### src/rtl/multimode_synth_filter_assert.svh
// ----------------------------------------------------------------------------
// multimode_synth_filter_assert.svh - assertion macros
// Implication checks used by the filter block; empty under synthesis.
// ----------------------------------------------------------------------------
`ifndef MULTIMODE_SYNTH_FILTER_ASSERT_SVH
`define MULTIMODE_SYNTH_FILTER_ASSERT_SVH

`ifndef SYNTHESIS

// Same-cycle implication
`define MSF_ASSERT_IMPL(label, clk, rst_n, ante, cons) \
    label: assert property (@(posedge clk) disable iff (!rst_n) (ante) |-> (cons)) \
        else $error("same-cycle implication check failed");

// Next-cycle implication
`define MSF_ASSERT_NEXT(label, clk, rst_n, ante, cons) \
    label: assert property (@(posedge clk) disable iff (!rst_n) (ante) |=> (cons)) \
        else $error("next-cycle implication check failed");

`else

`define MSF_ASSERT_IMPL(label, clk, rst_n, ante, cons)
`define MSF_ASSERT_NEXT(label, clk, rst_n, ante, cons)

`endif

`endif

### src/rtl/msf_pkg.sv
// ----------------------------------------------------------------------------
// msf_pkg - shared definitions of the multimode filter
// Widths, codes, clamp limits and the structs passed between modules.
// ----------------------------------------------------------------------------
package msf_pkg;

    // State-variable integrator width and derived datapath widths
    localparam int SVF_BITS  = 24;
    localparam int ACC_W     = SVF_BITS + 3;
    localparam int TAP_W     = ACC_W + 1;
    localparam int OUT_W     = 25;
    localparam int CMP_W     = ((TAP_W > OUT_W) ? TAP_W : OUT_W) + 1;
    localparam int X_W       = 16;
    localparam int COEF_W    = 8;
    localparam int RESO_W    = 8;
    localparam int MUL_B_W   = 10;
    localparam int PROD_W    = ACC_W + MUL_B_W + 1;
    localparam int LAD_W     = 10;
    localparam int CLIP_W    = 9;
    localparam int LAD_POLES = 4;
    localparam int CLIP_POLES = 2;
    localparam int STEP_W    = 3;

    // Shifts and limits
    localparam int COEF_SHIFT    = 8;
    localparam int CLIP_FB_SHIFT = 7;
    localparam int Q_MAX         = 255;

    localparam logic signed [ACC_W-1:0] SVF_HI =
        {{(ACC_W-SVF_BITS+1){1'b0}}, {(SVF_BITS-1){1'b1}}};
    localparam logic signed [ACC_W-1:0] SVF_LO =
        {{(ACC_W-SVF_BITS+1){1'b1}}, {(SVF_BITS-1){1'b0}}};
    localparam logic signed [ACC_W-1:0] LAD_MIN  = ACC_W'(-256);
    localparam logic signed [ACC_W-1:0] LAD_MAX  = ACC_W'(255);
    localparam logic signed [ACC_W-1:0] CLIP_MIN = ACC_W'(-200);
    localparam logic signed [ACC_W-1:0] CLIP_MAX = ACC_W'(180);
    localparam logic signed [CMP_W-1:0] OUT_HI =
        {{(CMP_W-OUT_W+1){1'b0}}, {(OUT_W-1){1'b1}}};
    localparam logic signed [CMP_W-1:0] OUT_LO =
        {{(CMP_W-OUT_W+1){1'b1}}, {(OUT_W-1){1'b0}}};

    // Last sequencer step of each model
    localparam logic [STEP_W-1:0] SVF_LAST  = STEP_W'(2);
    localparam logic [STEP_W-1:0] LAD_LAST  = STEP_W'(4);
    localparam logic [STEP_W-1:0] CLIP_LAST = STEP_W'(2);

    // Model and response codes
    localparam logic [1:0] MODEL_SVF    = 2'd0;
    localparam logic [1:0] MODEL_LADDER = 2'd1;
    localparam logic [1:0] MODEL_CLIP   = 2'd2;
    localparam logic [1:0] RESP_LP      = 2'd0;
    localparam logic [1:0] RESP_HP      = 2'd1;
    localparam logic [1:0] RESP_BP      = 2'd2;
    localparam logic [1:0] RESP_NOTCH   = 2'd3;

    localparam logic ACT_PROCESS = 1'b0;
    localparam logic ACT_CLEAR   = 1'b1;

    // APB register map
    localparam int ADDR_W    = 4;
    localparam int DATA_W    = 32;
    localparam int REG_IDX_W = 2;
    localparam logic [REG_IDX_W-1:0] REG_MODEL  = 2'd0;
    localparam logic [REG_IDX_W-1:0] REG_RESP   = 2'd1;
    localparam logic [REG_IDX_W-1:0] REG_QFLOOR = 2'd2;
    localparam logic [7:0] QFLOOR_RESET = 8'd32;

    typedef struct packed {
        logic [1:0] model;
        logic [1:0] resp;
        logic [7:0] q_floor;
    } cfg_t;

    typedef struct packed {
        logic                     action;
        logic signed [X_W-1:0]    sample_in;
        logic [COEF_W-1:0]        cutoff_coef;
        logic [RESO_W-1:0]        resonance_amount;
    } item_t;

    typedef struct packed {
        logic signed [ACC_W-1:0] base;
        logic signed [ACC_W-1:0] a;
        logic [MUL_B_W-1:0]      b;
        logic                    sub;
        logic                    fb_shift;
    } alu_req_t;

    typedef struct packed {
        logic idle;
        logic res_valid;
    } core_stat_t;

endpackage

### src/rtl/msf_in_if.sv
// ----------------------------------------------------------------------------
// msf_in_if - sample request channel
// Valid/ready channel carrying one filter request.
// ----------------------------------------------------------------------------
interface msf_in_if;
    import msf_pkg::*;

    logic                  valid;
    logic                  ready;
    logic                  action;
    logic signed [X_W-1:0] sample_in;
    logic [COEF_W-1:0]     cutoff_coef;
    logic [RESO_W-1:0]     resonance_amount;

    modport source (
        output valid, action, sample_in, cutoff_coef, resonance_amount,
        input  ready
    );

    modport sink (
        input  valid, action, sample_in, cutoff_coef, resonance_amount,
        output ready
    );
endinterface

### src/rtl/msf_out_if.sv
// ----------------------------------------------------------------------------
// msf_out_if - filtered sample channel
// Valid/ready channel carrying one filtered output sample.
// ----------------------------------------------------------------------------
interface msf_out_if;
    import msf_pkg::*;

    logic                    valid;
    logic                    ready;
    logic signed [OUT_W-1:0] sample_out;

    modport source (
        output valid, sample_out,
        input  ready
    );

    modport sink (
        input  valid, sample_out,
        output ready
    );
endinterface

### src/rtl/msf_alu.sv
// ----------------------------------------------------------------------------
// msf_alu - shared multiply, shift and accumulate unit
// res = base +/- floor((a * b) >> 7 or 8); used once per sequencer step.
// ----------------------------------------------------------------------------
module msf_alu (
    input  msf_pkg::alu_req_t                  req,
    output logic signed [msf_pkg::ACC_W-1:0]   res
);
    import msf_pkg::*;

    logic signed [PROD_W-1:0] prod;
    logic signed [PROD_W-1:0] scaled;

    // Signed product with unsigned coefficient
    assign prod = req.a * $signed({1'b0, req.b});

    // Arithmetic shift gives floor division
    assign scaled = req.fb_shift ? (prod >>> CLIP_FB_SHIFT) : (prod >>> COEF_SHIFT);

    assign res = req.sub ? (req.base - ACC_W'(scaled)) : (req.base + ACC_W'(scaled));

endmodule

### src/rtl/msf_core.sv
// ----------------------------------------------------------------------------
// msf_core - filter state and step sequencer
// Holds all model state and walks one request through the shared ALU.
// ----------------------------------------------------------------------------
module msf_core (
    input  logic                              clk,
    input  logic                              rst_n,
    input  msf_pkg::cfg_t                     cfg,
    input  logic                              item_valid,
    input  msf_pkg::item_t                    item,
    output msf_pkg::core_stat_t               stat,
    output logic signed [msf_pkg::OUT_W-1:0]  res_data,
    input  logic                              res_ready
);
    import msf_pkg::*;

    typedef enum logic [2:0] {
        ST_IDLE = 3'b001,
        ST_RUN  = 3'b010,
        ST_OUT  = 3'b100
    } state_t;

    state_t                    state_reg, state_next;
    logic [STEP_W-1:0]         step_reg, step_next;
    logic [STEP_W-1:0]         last_step;
    logic                      clr_reg, clr_next;
    logic signed [X_W-1:0]     x_reg, x_next;
    logic [COEF_W-1:0]         c_reg, c_next;
    logic [RESO_W-1:0]         r_reg, r_next;
    logic signed [ACC_W-1:0]   tmp_reg, tmp_next;
    logic signed [SVF_BITS-1:0] low_reg, low_next;
    logic signed [SVF_BITS-1:0] band_reg, band_next;
    logic signed [LAD_W-1:0]   lad_reg [LAD_POLES];
    logic signed [LAD_W-1:0]   lad_next [LAD_POLES];
    logic signed [CLIP_W-1:0]  clip_reg [CLIP_POLES];
    logic signed [CLIP_W-1:0]  clip_next [CLIP_POLES];

    alu_req_t                  req;
    logic signed [ACC_W-1:0]   alu_res;
    logic                      is_lad;
    logic                      is_clip;
    logic signed [10:0]        q_raw;
    logic [7:0]                q_use;
    logic signed [ACC_W-1:0]   x_ext;
    logic signed [TAP_W-1:0]   tap;
    logic signed [CMP_W-1:0]   tap_cmp;

    function automatic logic signed [ACC_W-1:0] clamp_acc(
        input logic signed [ACC_W-1:0] v,
        input logic signed [ACC_W-1:0] lo,
        input logic signed [ACC_W-1:0] hi
    );
        logic signed [ACC_W-1:0] r;
        if (v < lo) r = lo;
        else if (v > hi) r = hi;
        else r = v;
        return r;
    endfunction

    msf_alu u_alu (
        .req (req),
        .res (alu_res)
    );

    // Model decode; code three runs as state variable
    assign is_lad  = (cfg.model == MODEL_LADDER);
    assign is_clip = (cfg.model == MODEL_CLIP);
    assign last_step = is_lad ? LAD_LAST : (is_clip ? CLIP_LAST : SVF_LAST);
    assign x_ext = ACC_W'(x_reg);

    // Damping with floor
    assign q_raw = 11'sd255 - $signed({2'b00, r_reg, 1'b0});
    assign q_use = (q_raw < $signed({3'b000, cfg.q_floor})) ? cfg.q_floor : q_raw[7:0];

    // ALU operand select per model and step
    always_comb
    begin
        req = '0;
        if (is_lad)
        begin
            unique case (step_reg)
                3'd0:
                begin
                    req.base = x_ext;
                    req.a    = ACC_W'(lad_reg[3]);
                    req.b    = MUL_B_W'({r_reg, 1'b0});
                    req.sub  = 1'b1;
                end
                3'd1:
                begin
                    req.base = ACC_W'(lad_reg[0]);
                    req.a    = tmp_reg - ACC_W'(lad_reg[0]);
                    req.b    = MUL_B_W'(c_reg);
                end
                3'd2:
                begin
                    req.base = ACC_W'(lad_reg[1]);
                    req.a    = ACC_W'(lad_reg[0]) - ACC_W'(lad_reg[1]);
                    req.b    = MUL_B_W'(c_reg);
                end
                3'd3:
                begin
                    req.base = ACC_W'(lad_reg[2]);
                    req.a    = ACC_W'(lad_reg[1]) - ACC_W'(lad_reg[2]);
                    req.b    = MUL_B_W'(c_reg);
                end
                default:
                begin
                    req.base = ACC_W'(lad_reg[3]);
                    req.a    = ACC_W'(lad_reg[2]) - ACC_W'(lad_reg[3]);
                    req.b    = MUL_B_W'(c_reg);
                end
            endcase
        end
        else if (is_clip)
        begin
            unique case (step_reg)
                3'd0:
                begin
                    req.base     = x_ext;
                    req.a        = ACC_W'(clip_reg[1]);
                    req.b        = MUL_B_W'(r_reg);
                    req.sub      = 1'b1;
                    req.fb_shift = 1'b1;
                end
                3'd1:
                begin
                    req.base = ACC_W'(clip_reg[0]);
                    req.a    = tmp_reg - ACC_W'(clip_reg[0]);
                    req.b    = MUL_B_W'(c_reg);
                end
                default:
                begin
                    req.base = ACC_W'(clip_reg[1]);
                    req.a    = ACC_W'(clip_reg[0]) - ACC_W'(clip_reg[1]);
                    req.b    = MUL_B_W'(c_reg);
                end
            endcase
        end
        else
        begin
            unique case (step_reg)
                3'd0:
                begin
                    req.base = ACC_W'(low_reg);
                    req.a    = ACC_W'(band_reg);
                    req.b    = MUL_B_W'(c_reg);
                end
                3'd1:
                begin
                    req.base = x_ext - ACC_W'(low_reg);
                    req.a    = ACC_W'(band_reg);
                    req.b    = MUL_B_W'(q_use);
                    req.sub  = 1'b1;
                end
                default:
                begin
                    req.base = ACC_W'(band_reg);
                    req.a    = tmp_reg;
                    req.b    = MUL_B_W'(c_reg);
                end
            endcase
        end
    end

    // Sequencer and state update
    always_comb
    begin
        state_next = state_reg;
        step_next  = step_reg;
        clr_next   = clr_reg;
        x_next     = x_reg;
        c_next     = c_reg;
        r_next     = r_reg;
        tmp_next   = tmp_reg;
        low_next   = low_reg;
        band_next  = band_reg;
        lad_next   = lad_reg;
        clip_next  = clip_reg;

        unique case (state_reg)
            ST_IDLE:
            begin
                if (item_valid)
                begin
                    x_next    = item.sample_in;
                    c_next    = item.cutoff_coef;
                    r_next    = item.resonance_amount;
                    clr_next  = (item.action == ACT_CLEAR);
                    step_next = '0;
                    if (item.action == ACT_CLEAR)
                    begin
                        low_next  = '0;
                        band_next = '0;
                        for (int i = 0; i < LAD_POLES; i++) lad_next[i] = '0;
                        for (int i = 0; i < CLIP_POLES; i++) clip_next[i] = '0;
                        state_next = ST_OUT;
                    end
                    else
                    begin
                        state_next = ST_RUN;
                    end
                end
            end
            ST_RUN:
            begin
                if (is_lad)
                begin
                    unique case (step_reg)
                        3'd0:    tmp_next    = clamp_acc(alu_res, LAD_MIN, LAD_MAX);
                        3'd1:    lad_next[0] = LAD_W'(alu_res);
                        3'd2:    lad_next[1] = LAD_W'(alu_res);
                        3'd3:    lad_next[2] = LAD_W'(alu_res);
                        default: lad_next[3] = LAD_W'(alu_res);
                    endcase
                end
                else if (is_clip)
                begin
                    unique case (step_reg)
                        3'd0:    tmp_next     = clamp_acc(alu_res, CLIP_MIN, CLIP_MAX);
                        3'd1:    clip_next[0] = CLIP_W'(alu_res);
                        default: clip_next[1] = CLIP_W'(alu_res);
                    endcase
                end
                else
                begin
                    unique case (step_reg)
                        3'd0:    low_next  = SVF_BITS'(clamp_acc(alu_res, SVF_LO, SVF_HI));
                        3'd1:    tmp_next  = alu_res;
                        default: band_next = SVF_BITS'(clamp_acc(alu_res, SVF_LO, SVF_HI));
                    endcase
                end

                if (step_reg == last_step) state_next = ST_OUT;
                else step_next = step_reg + STEP_W'(1);
            end
            ST_OUT:
            begin
                if (res_ready) state_next = ST_IDLE;
            end
            default:
            begin
                state_next = ST_IDLE;
            end
        endcase
    end

    // Response tap
    always_comb
    begin
        tap = '0;
        if (clr_reg)
        begin
            tap = '0;
        end
        else if (is_lad)
        begin
            unique case (cfg.resp)
                RESP_HP:    tap = TAP_W'(x_reg) - TAP_W'(lad_reg[3]);
                RESP_BP:    tap = TAP_W'(lad_reg[2]) - TAP_W'(lad_reg[3]);
                RESP_NOTCH: tap = TAP_W'(x_reg) - TAP_W'(lad_reg[2]);
                default:    tap = TAP_W'(lad_reg[3]);
            endcase
        end
        else if (is_clip)
        begin
            unique case (cfg.resp)
                RESP_HP:    tap = TAP_W'(tmp_reg) - TAP_W'(clip_reg[0]);
                RESP_BP:    tap = TAP_W'(clip_reg[0]) - TAP_W'(clip_reg[1]);
                RESP_NOTCH: tap = TAP_W'(clip_reg[1]) + TAP_W'(tmp_reg)
                                  - TAP_W'(clip_reg[0]);
                default:    tap = TAP_W'(clip_reg[1]);
            endcase
        end
        else
        begin
            unique case (cfg.resp)
                RESP_HP:    tap = TAP_W'(tmp_reg);
                RESP_BP:    tap = TAP_W'(band_reg);
                RESP_NOTCH: tap = TAP_W'(low_reg) + TAP_W'(tmp_reg);
                default:    tap = TAP_W'(low_reg);
            endcase
        end
    end

    // Output saturation
    assign tap_cmp = CMP_W'(tap);
    always_comb
    begin
        if (tap_cmp > OUT_HI) res_data = OUT_W'(OUT_HI);
        else if (tap_cmp < OUT_LO) res_data = OUT_W'(OUT_LO);
        else res_data = OUT_W'(tap_cmp);
    end

    assign stat.idle      = (state_reg == ST_IDLE);
    assign stat.res_valid = (state_reg == ST_OUT);

    // Control and filter state
    always_ff @(posedge clk or negedge rst_n)
    begin
        if (!rst_n)
        begin
            state_reg <= ST_IDLE;
            step_reg  <= '0;
            clr_reg   <= 1'b0;
            low_reg   <= '0;
            band_reg  <= '0;
            for (int i = 0; i < LAD_POLES; i++) lad_reg[i] <= '0;
            for (int i = 0; i < CLIP_POLES; i++) clip_reg[i] <= '0;
        end
        else
        begin
            state_reg <= state_next;
            step_reg  <= step_next;
            clr_reg   <= clr_next;
            low_reg   <= low_next;
            band_reg  <= band_next;
            lad_reg   <= lad_next;
            clip_reg  <= clip_next;
        end
    end

    // Request operands and scratch value
    always_ff @(posedge clk)
    begin
        x_reg   <= x_next;
        c_reg   <= c_next;
        r_reg   <= r_next;
        tmp_reg <= tmp_next;
    end

endmodule

### src/rtl/multimode_synth_filter.sv
// ----------------------------------------------------------------------------
// multimode_synth_filter - three-model audio filter, top level
// APB registers, request/result channels and the filter core.
// ----------------------------------------------------------------------------
// Each request runs one sample through a single multiply-shift-add unit,
// one product per cycle. A request is accepted while idle, runs the
// model's steps (3 for state variable and two-pole, 5 for the ladder),
// then waits for the output register; a clear request skips them. The
// result goes to an output register, so the next request is taken while
// that result waits; ready stays low only while a request is in work or
// the output register is still full. Registers: model at 0x0, response at
// 0x4, damping floor at 0x8; write them only while the block is idle.
`include "multimode_synth_filter_assert.svh"

module multimode_synth_filter (
    input  logic                          clk,
    input  logic                          rst_n,
    input  logic                          psel,
    input  logic                          penable,
    input  logic                          pwrite,
    input  logic [msf_pkg::ADDR_W-1:0]    paddr,
    input  logic [msf_pkg::DATA_W-1:0]    pwdata,
    output logic [msf_pkg::DATA_W-1:0]    prdata,
    output logic                          pready,
    msf_in_if.sink                        in_ch,
    msf_out_if.source                     out_ch
);
    import msf_pkg::*;

    logic [1:0]              model_reg;
    logic [1:0]              resp_reg;
    logic [7:0]              qfloor_reg;
    logic                    cfg_wr;
    logic [REG_IDX_W-1:0]    reg_idx;
    cfg_t                    cfg;
    item_t                   item;
    core_stat_t              core_stat;
    logic signed [OUT_W-1:0] core_data;
    logic                    core_res_ready;
    logic                    core_res_load;
    logic                    out_valid_reg;
    logic signed [OUT_W-1:0] out_data_reg;

    // APB register file
    assign pready  = 1'b1;
    assign cfg_wr  = psel & penable & pwrite;
    assign reg_idx = paddr[ADDR_W-1:2];

    always_ff @(posedge clk or negedge rst_n)
    begin
        if (!rst_n)
        begin
            model_reg  <= MODEL_SVF;
            resp_reg   <= RESP_LP;
            qfloor_reg <= QFLOOR_RESET;
        end
        else if (cfg_wr)
        begin
            unique case (reg_idx)
                REG_MODEL:  model_reg  <= pwdata[1:0];
                REG_RESP:   resp_reg   <= pwdata[1:0];
                REG_QFLOOR: qfloor_reg <= pwdata[7:0];
                default:    ;
            endcase
        end
    end

    always_comb
    begin
        unique case (reg_idx)
            REG_MODEL:  prdata = DATA_W'(model_reg);
            REG_RESP:   prdata = DATA_W'(resp_reg);
            REG_QFLOOR: prdata = DATA_W'(qfloor_reg);
            default:    prdata = '0;
        endcase
    end

    assign cfg.model   = model_reg;
    assign cfg.resp    = resp_reg;
    assign cfg.q_floor = qfloor_reg;

    // Request side
    assign item.action           = in_ch.action;
    assign item.sample_in        = in_ch.sample_in;
    assign item.cutoff_coef      = in_ch.cutoff_coef;
    assign item.resonance_amount = in_ch.resonance_amount;
    assign in_ch.ready           = core_stat.idle;

    msf_core u_core (
        .clk        (clk),
        .rst_n      (rst_n),
        .cfg        (cfg),
        .item_valid (in_ch.valid),
        .item       (item),
        .stat       (core_stat),
        .res_data   (core_data),
        .res_ready  (core_res_ready)
    );

    // Output register
    assign core_res_ready = !out_valid_reg || out_ch.ready;
    assign core_res_load  = core_stat.res_valid && core_res_ready;

    always_ff @(posedge clk or negedge rst_n)
    begin
        if (!rst_n)
        begin
            out_valid_reg <= 1'b0;
        end
        else if (core_res_load)
        begin
            out_valid_reg <= 1'b1;
        end
        else if (out_ch.ready)
        begin
            out_valid_reg <= 1'b0;
        end
    end

    always_ff @(posedge clk)
    begin
        if (core_res_load) out_data_reg <= core_data;
    end

    assign out_ch.valid      = out_valid_reg;
    assign out_ch.sample_out = out_data_reg;

    // Checks
    `MSF_ASSERT_NEXT(a_busy_after_req, clk, rst_n, in_ch.valid && in_ch.ready, !in_ch.ready)
    `MSF_ASSERT_NEXT(a_result_loaded, clk, rst_n, core_res_load, out_ch.valid)
    `MSF_ASSERT_IMPL(a_no_req_with_result, clk, rst_n, core_stat.res_valid, !in_ch.ready)

endmodule

### src/flat_wrapper.sv
// flat-port wrapper written by rule: the top's interface ports become plain ports
module multimode_synth_filter_flat import msf_pkg::*;
  (clk, rst_n, psel, penable, pwrite, paddr, pwdata, prdata, pready, in_ch_valid, in_ch_action, in_ch_sample_in, in_ch_cutoff_coef, in_ch_resonance_amount, in_ch_ready, out_ch_valid, out_ch_sample_out, out_ch_ready);
  msf_in_if in_ch_i ();
  msf_out_if out_ch_i ();
  input  logic clk;
  input  logic rst_n;
  input  logic psel;
  input  logic penable;
  input  logic pwrite;
  input  logic [msf_pkg::ADDR_W-1:0] paddr;
  input  logic [msf_pkg::DATA_W-1:0] pwdata;
  output logic [msf_pkg::DATA_W-1:0] prdata;
  output logic pready;
  input wire logic [$bits(in_ch_i.valid)-1:0] in_ch_valid;
  input wire logic [$bits(in_ch_i.action)-1:0] in_ch_action;
  input wire logic [$bits(in_ch_i.sample_in)-1:0] in_ch_sample_in;
  input wire logic [$bits(in_ch_i.cutoff_coef)-1:0] in_ch_cutoff_coef;
  input wire logic [$bits(in_ch_i.resonance_amount)-1:0] in_ch_resonance_amount;
  output wire logic [$bits(in_ch_i.ready)-1:0] in_ch_ready;
  output wire logic [$bits(out_ch_i.valid)-1:0] out_ch_valid;
  output wire logic [$bits(out_ch_i.sample_out)-1:0] out_ch_sample_out;
  input wire logic [$bits(out_ch_i.ready)-1:0] out_ch_ready;
  assign in_ch_i.valid = in_ch_valid;
  assign in_ch_i.action = in_ch_action;
  assign in_ch_i.sample_in = in_ch_sample_in;
  assign in_ch_i.cutoff_coef = in_ch_cutoff_coef;
  assign in_ch_i.resonance_amount = in_ch_resonance_amount;
  assign in_ch_ready = in_ch_i.ready;
  assign out_ch_valid = out_ch_i.valid;
  assign out_ch_sample_out = out_ch_i.sample_out;
  assign out_ch_i.ready = out_ch_ready;
  multimode_synth_filter u_core (.clk(clk), .rst_n(rst_n), .psel(psel), .penable(penable), .pwrite(pwrite), .paddr(paddr), .pwdata(pwdata), .prdata(prdata), .pready(pready), .in_ch(in_ch_i), .out_ch(out_ch_i));
endmodule
### config.mk
export PLATFORM = sky130hd
export DESIGN_NAME = multimode_synth_filter_flat
export DESIGN_NICKNAME = d
export VERILOG_FILES = /design/src/rtl/msf_pkg.sv /design/src/rtl/msf_in_if.sv /design/src/rtl/msf_out_if.sv /design/src/rtl/msf_alu.sv /design/src/rtl/msf_core.sv /design/src/rtl/multimode_synth_filter.sv /design/src/flat_wrapper.sv
export VERILOG_INCLUDE_DIRS = /design/src /design/src/rtl
export SDC_FILE = /design/constraint.sdc
export NUM_CORES = 2
export LEC_CHECK = 0
export BUFFER_PORTS_ARGS = -buffer_cell sky130_fd_sc_hd__buf_4
export CAP_MARGIN = 15
export CELL_PAD_IN_SITES_DETAIL_PLACEMENT = 1
export CELL_PAD_IN_SITES_GLOBAL_PLACEMENT = 1
export CORE_UTILIZATION = 53
export DETAILED_ROUTE_END_ITERATION = 16
export PLACE_DENSITY = 0.9
export SETUP_SLACK_MARGIN = 0.2
export SKIP_CTS_REPAIR_TIMING = 1
export SLEW_MARGIN = 20
export SYNTH_ARGS = -nofsm -noshare
export SYNTH_HDL_FRONTEND = slang
export SYNTH_SLANG_ARGS = --single-unit
### constraint.sdc
create_clock -name clk -period 24.3 [get_ports clk]
set_input_delay 1.215 -clock clk [delete_from_list [all_inputs] [get_ports clk]]
set_output_delay 1.215 -clock clk [all_outputs]
set_load 0.01 [all_outputs]
==> flow_summary.toml <==
[clock_tree]
clk_pin_slew_worst_paths_ns = 0.07
cts_inserted_buffers = 27
insertion_delay_ns = 0.60
cts_max_level = 1
cts_tree = "done"
root_buffer = "clkbuf_16"
clock-sinks = 210
clk_path_buf_depth = 3

[synthesis]
synth_edf_count = 84
yosys.area.top_type = "fa_1"
synth_compound_area_frac = 0.2531
synth-async-reset-ratio = 0.6000
synth-xor-area-share = 0.05203
synth-seq-area-share = 0.1671
yosysWarnings = 0
muxShareOfSynthArea = 0.03462
yosys.area_share.simple = 0.1665
yosys-top-cells-area = "fa_1 14%, ha_1 11%, dfrtp_1 9.1%"
netlist_area_um2 = 33980
yosys_most_used_dff = "dfrtp_1"
netlist_instances = 4235
synth_top_family_by_area = "compound AO/OA/AOI/OAI gates"
ys_seq_elements = 210
synth.avg_cell_area_um2 = 8.023
synth_fa_ha_area_frac = 0.2462
ys_types = 102
synth_top_area_frac = 0.1361

[sta]
slew_violations = 0
post-route-period-util = 0.6900
rsz0062_at_grt = "false"
setup_viol = 0
finalCriticalPeriod_ns = 16.77
totalNegativeSetupSlack_ns = 0
relSlewSlack = 0.2096
tightest_slew_ns = 1.181
hold_viol = 0
skew_ns = 0.03246
fmax_mhz = 59.64

[setup_path]
crit_type = "reg -> reg"
crit_top_cell = "fa_1"
arrival_ns = 17.06
critPathBufInv = 6
r2r-start = "u_core.u_core.lad_reg[11]"
crit_path_max_incr_delay_ns = 0.89
cp-end-kind = "flop"
r2r_slack_ns = 7.53
worstSetupStartpoint = "u_core.u_core.lad_reg[11]"
crit_family = "compound AO/OA/AOI/OAI gates"
crit_required_ns = 24.60
crit_slowest_cell = "a2111oi_0"
cp_max_fo = 16
critPathLaunchType = "flop"
r2r.worst_path.cells = 52
r2r-end = "u_core.u_core.tmp_reg[6]"

[finish]
final_common_cell = "nand2_1"
mostFrequentLayoutCells = "491 x nand2_1, 454 x inv_1, 317 x o21ai_0"
drive_above_1_share = 0.07658
largest_reg_flops = 40
nets = 4829
area_growth_pct = 7.070

[hold_path]
hold_end = "u_core.u_core.lad_reg[30]"
hp-start = "u_core.u_core.lad_reg[30]"
holdCritPathClass = "reg -> reg"
hold_depth = 2

[route]
vias = 34970
drtPass1Iterations = 6
wl_mm = 142.5
drc_errors = 0
ant_nets = 0
wl_per_cell_um = 27.99
dr.first_iter.drc_count = 4127
vias_per_cell = 6.867

[floorplanning]
die_w_um = 255.2
start_util = 0.5376
coreArea_um2 = 63200
rows = 92
die_area_um2 = 65120
io_pins = 136
die_h_um = 255.2

[placed_design]
place_hpwl_mm = 110.1
io_buffers = 84
gp_congestion = 1.016

[global_route]
grt.total_usage = 0.4367
grt_pass1_vias = 35310
gr-total-overflow = 0
antenna_found_initial = 6
grt_max_degree = 86
grt_pass1_wl_mm = 214.4

[status]
status = "complete, no violations"

[run]
maxCapViolCount = 0
cell families after synthesis:
group / count (synthesis)
other: 2
adder cells (fa/ha/maj): 530
AO/OA/AOI/OAI: 1319
flip-flops: 210
XOR/XNOR: 201
AND/OR/NAND/NOR: 1211
multiplexers: 79
buffers and inverters: 683
tightest hold or removal path, stage by stage (launching register included):
cell	delay [ns]
dfrtp_1	0.39
nand2_1	0.06
o21ai_0	0.06
layout make-up:
cell class / count / area, um^2
diodes: 2 / 5.005
clock buffers: 33 / 718.2
clock inverters: 17 / 192.7
fillers: 7721 / 26820
inverters: 460 / 1727
multi-input cells: 3365 / 25790
flip-flops and latches: 210 / 5680
well taps: 846 / 1059
repair buffers: 159 / 1209
how the worst max path moves through the flow:
stage	slack, ns	endpoint	cells after the start
global route	6.71	u_core.u_core.tmp_reg[16]	54
CTS	7.61	u_core.u_core.band_reg[1]	52
global placement	8.29	u_core.u_core.band_reg[0]	54
floorplan	11.23	u_core.u_core.tmp_reg[10]	53
finish	7.53	u_core.u_core.tmp_reg[6]	52
detailed placement	7.78	u_core.u_core.band_reg[0]	52
cell usage after synthesis (11+ instances only):
| cell type | number |
|---|---|
| a31oi_1 | 41 |
| o21ai_1 | 56 |
| mux4_2 | 30 |
| nor4_1 | 19 |
| a21oi_1 | 302 |
| a21boi_0 | 27 |
| o211ai_1 | 28 |
| and3_1 | 29 |
| a221o_1 | 25 |
| a221oi_1 | 48 |
| o21a_1 | 44 |
| or2_2 | 15 |
| and2_1 | 48 |
| a22oi_1 | 29 |
| nor2_1 | 264 |
| nor3b_1 | 11 |
| o22ai_1 | 14 |
| nand4_1 | 24 |
| nand2b_1 | 45 |
| a21o_1 | 101 |
| mux2i_1 | 41 |
| o31ai_1 | 50 |
| o21bai_1 | 32 |
| a311oi_1 | 11 |
| inv_1 | 457 |
| buf_4 | 30 |
| o31a_1 | 12 |
| a211oi_1 | 43 |
| nor2b_1 | 52 |
| dfrtp_1 | 124 |
| clkbuf_1 | 148 |
| ha_1 | 299 |
| buf_1 | 31 |
| fa_1 | 231 |
| xnor2_1 | 119 |
| xor2_1 | 81 |
| o221ai_1 | 11 |
| nor3_1 | 86 |
| edfxtp_1 | 84 |
| nand3_1 | 53 |
| nand2_1 | 491 |
| o21ai_0 | 321 |
| or3_1 | 26 |
through the flow:
stage	instance area [um^2]	instances	worst slack [ns]	hold WS [ns]	utilization
finish	36380	5092	7.532	0.5424	0.5757
global placement	35430	5038	8.292	0.5124	0.5606
detailed placement	35430	5038	7.784	0.5201	0.5607
global route	36370	5090	6.706	0.5825	0.5756
floorplan	34060	4258	11.23	0.4753	-
CTS	36340	5088	7.606	0.5400	0.5751
routing by layer:
layer  GRT usage  wire (um)  part of all wire  vias to the layer above
met5           0         27           0.00019                        -
met4      0.2272       8574             0.060                        4
met3      0.1333      19720              0.14                      484
met2      0.6490      60070              0.42                     2237
met1      0.5703      54110              0.38                    17330
li1            -          -                 -                    14910
Power is left out: the tool's default activity adds up to more than one toggle a clock period on the data nets, which glitch-free logic cannot reach.
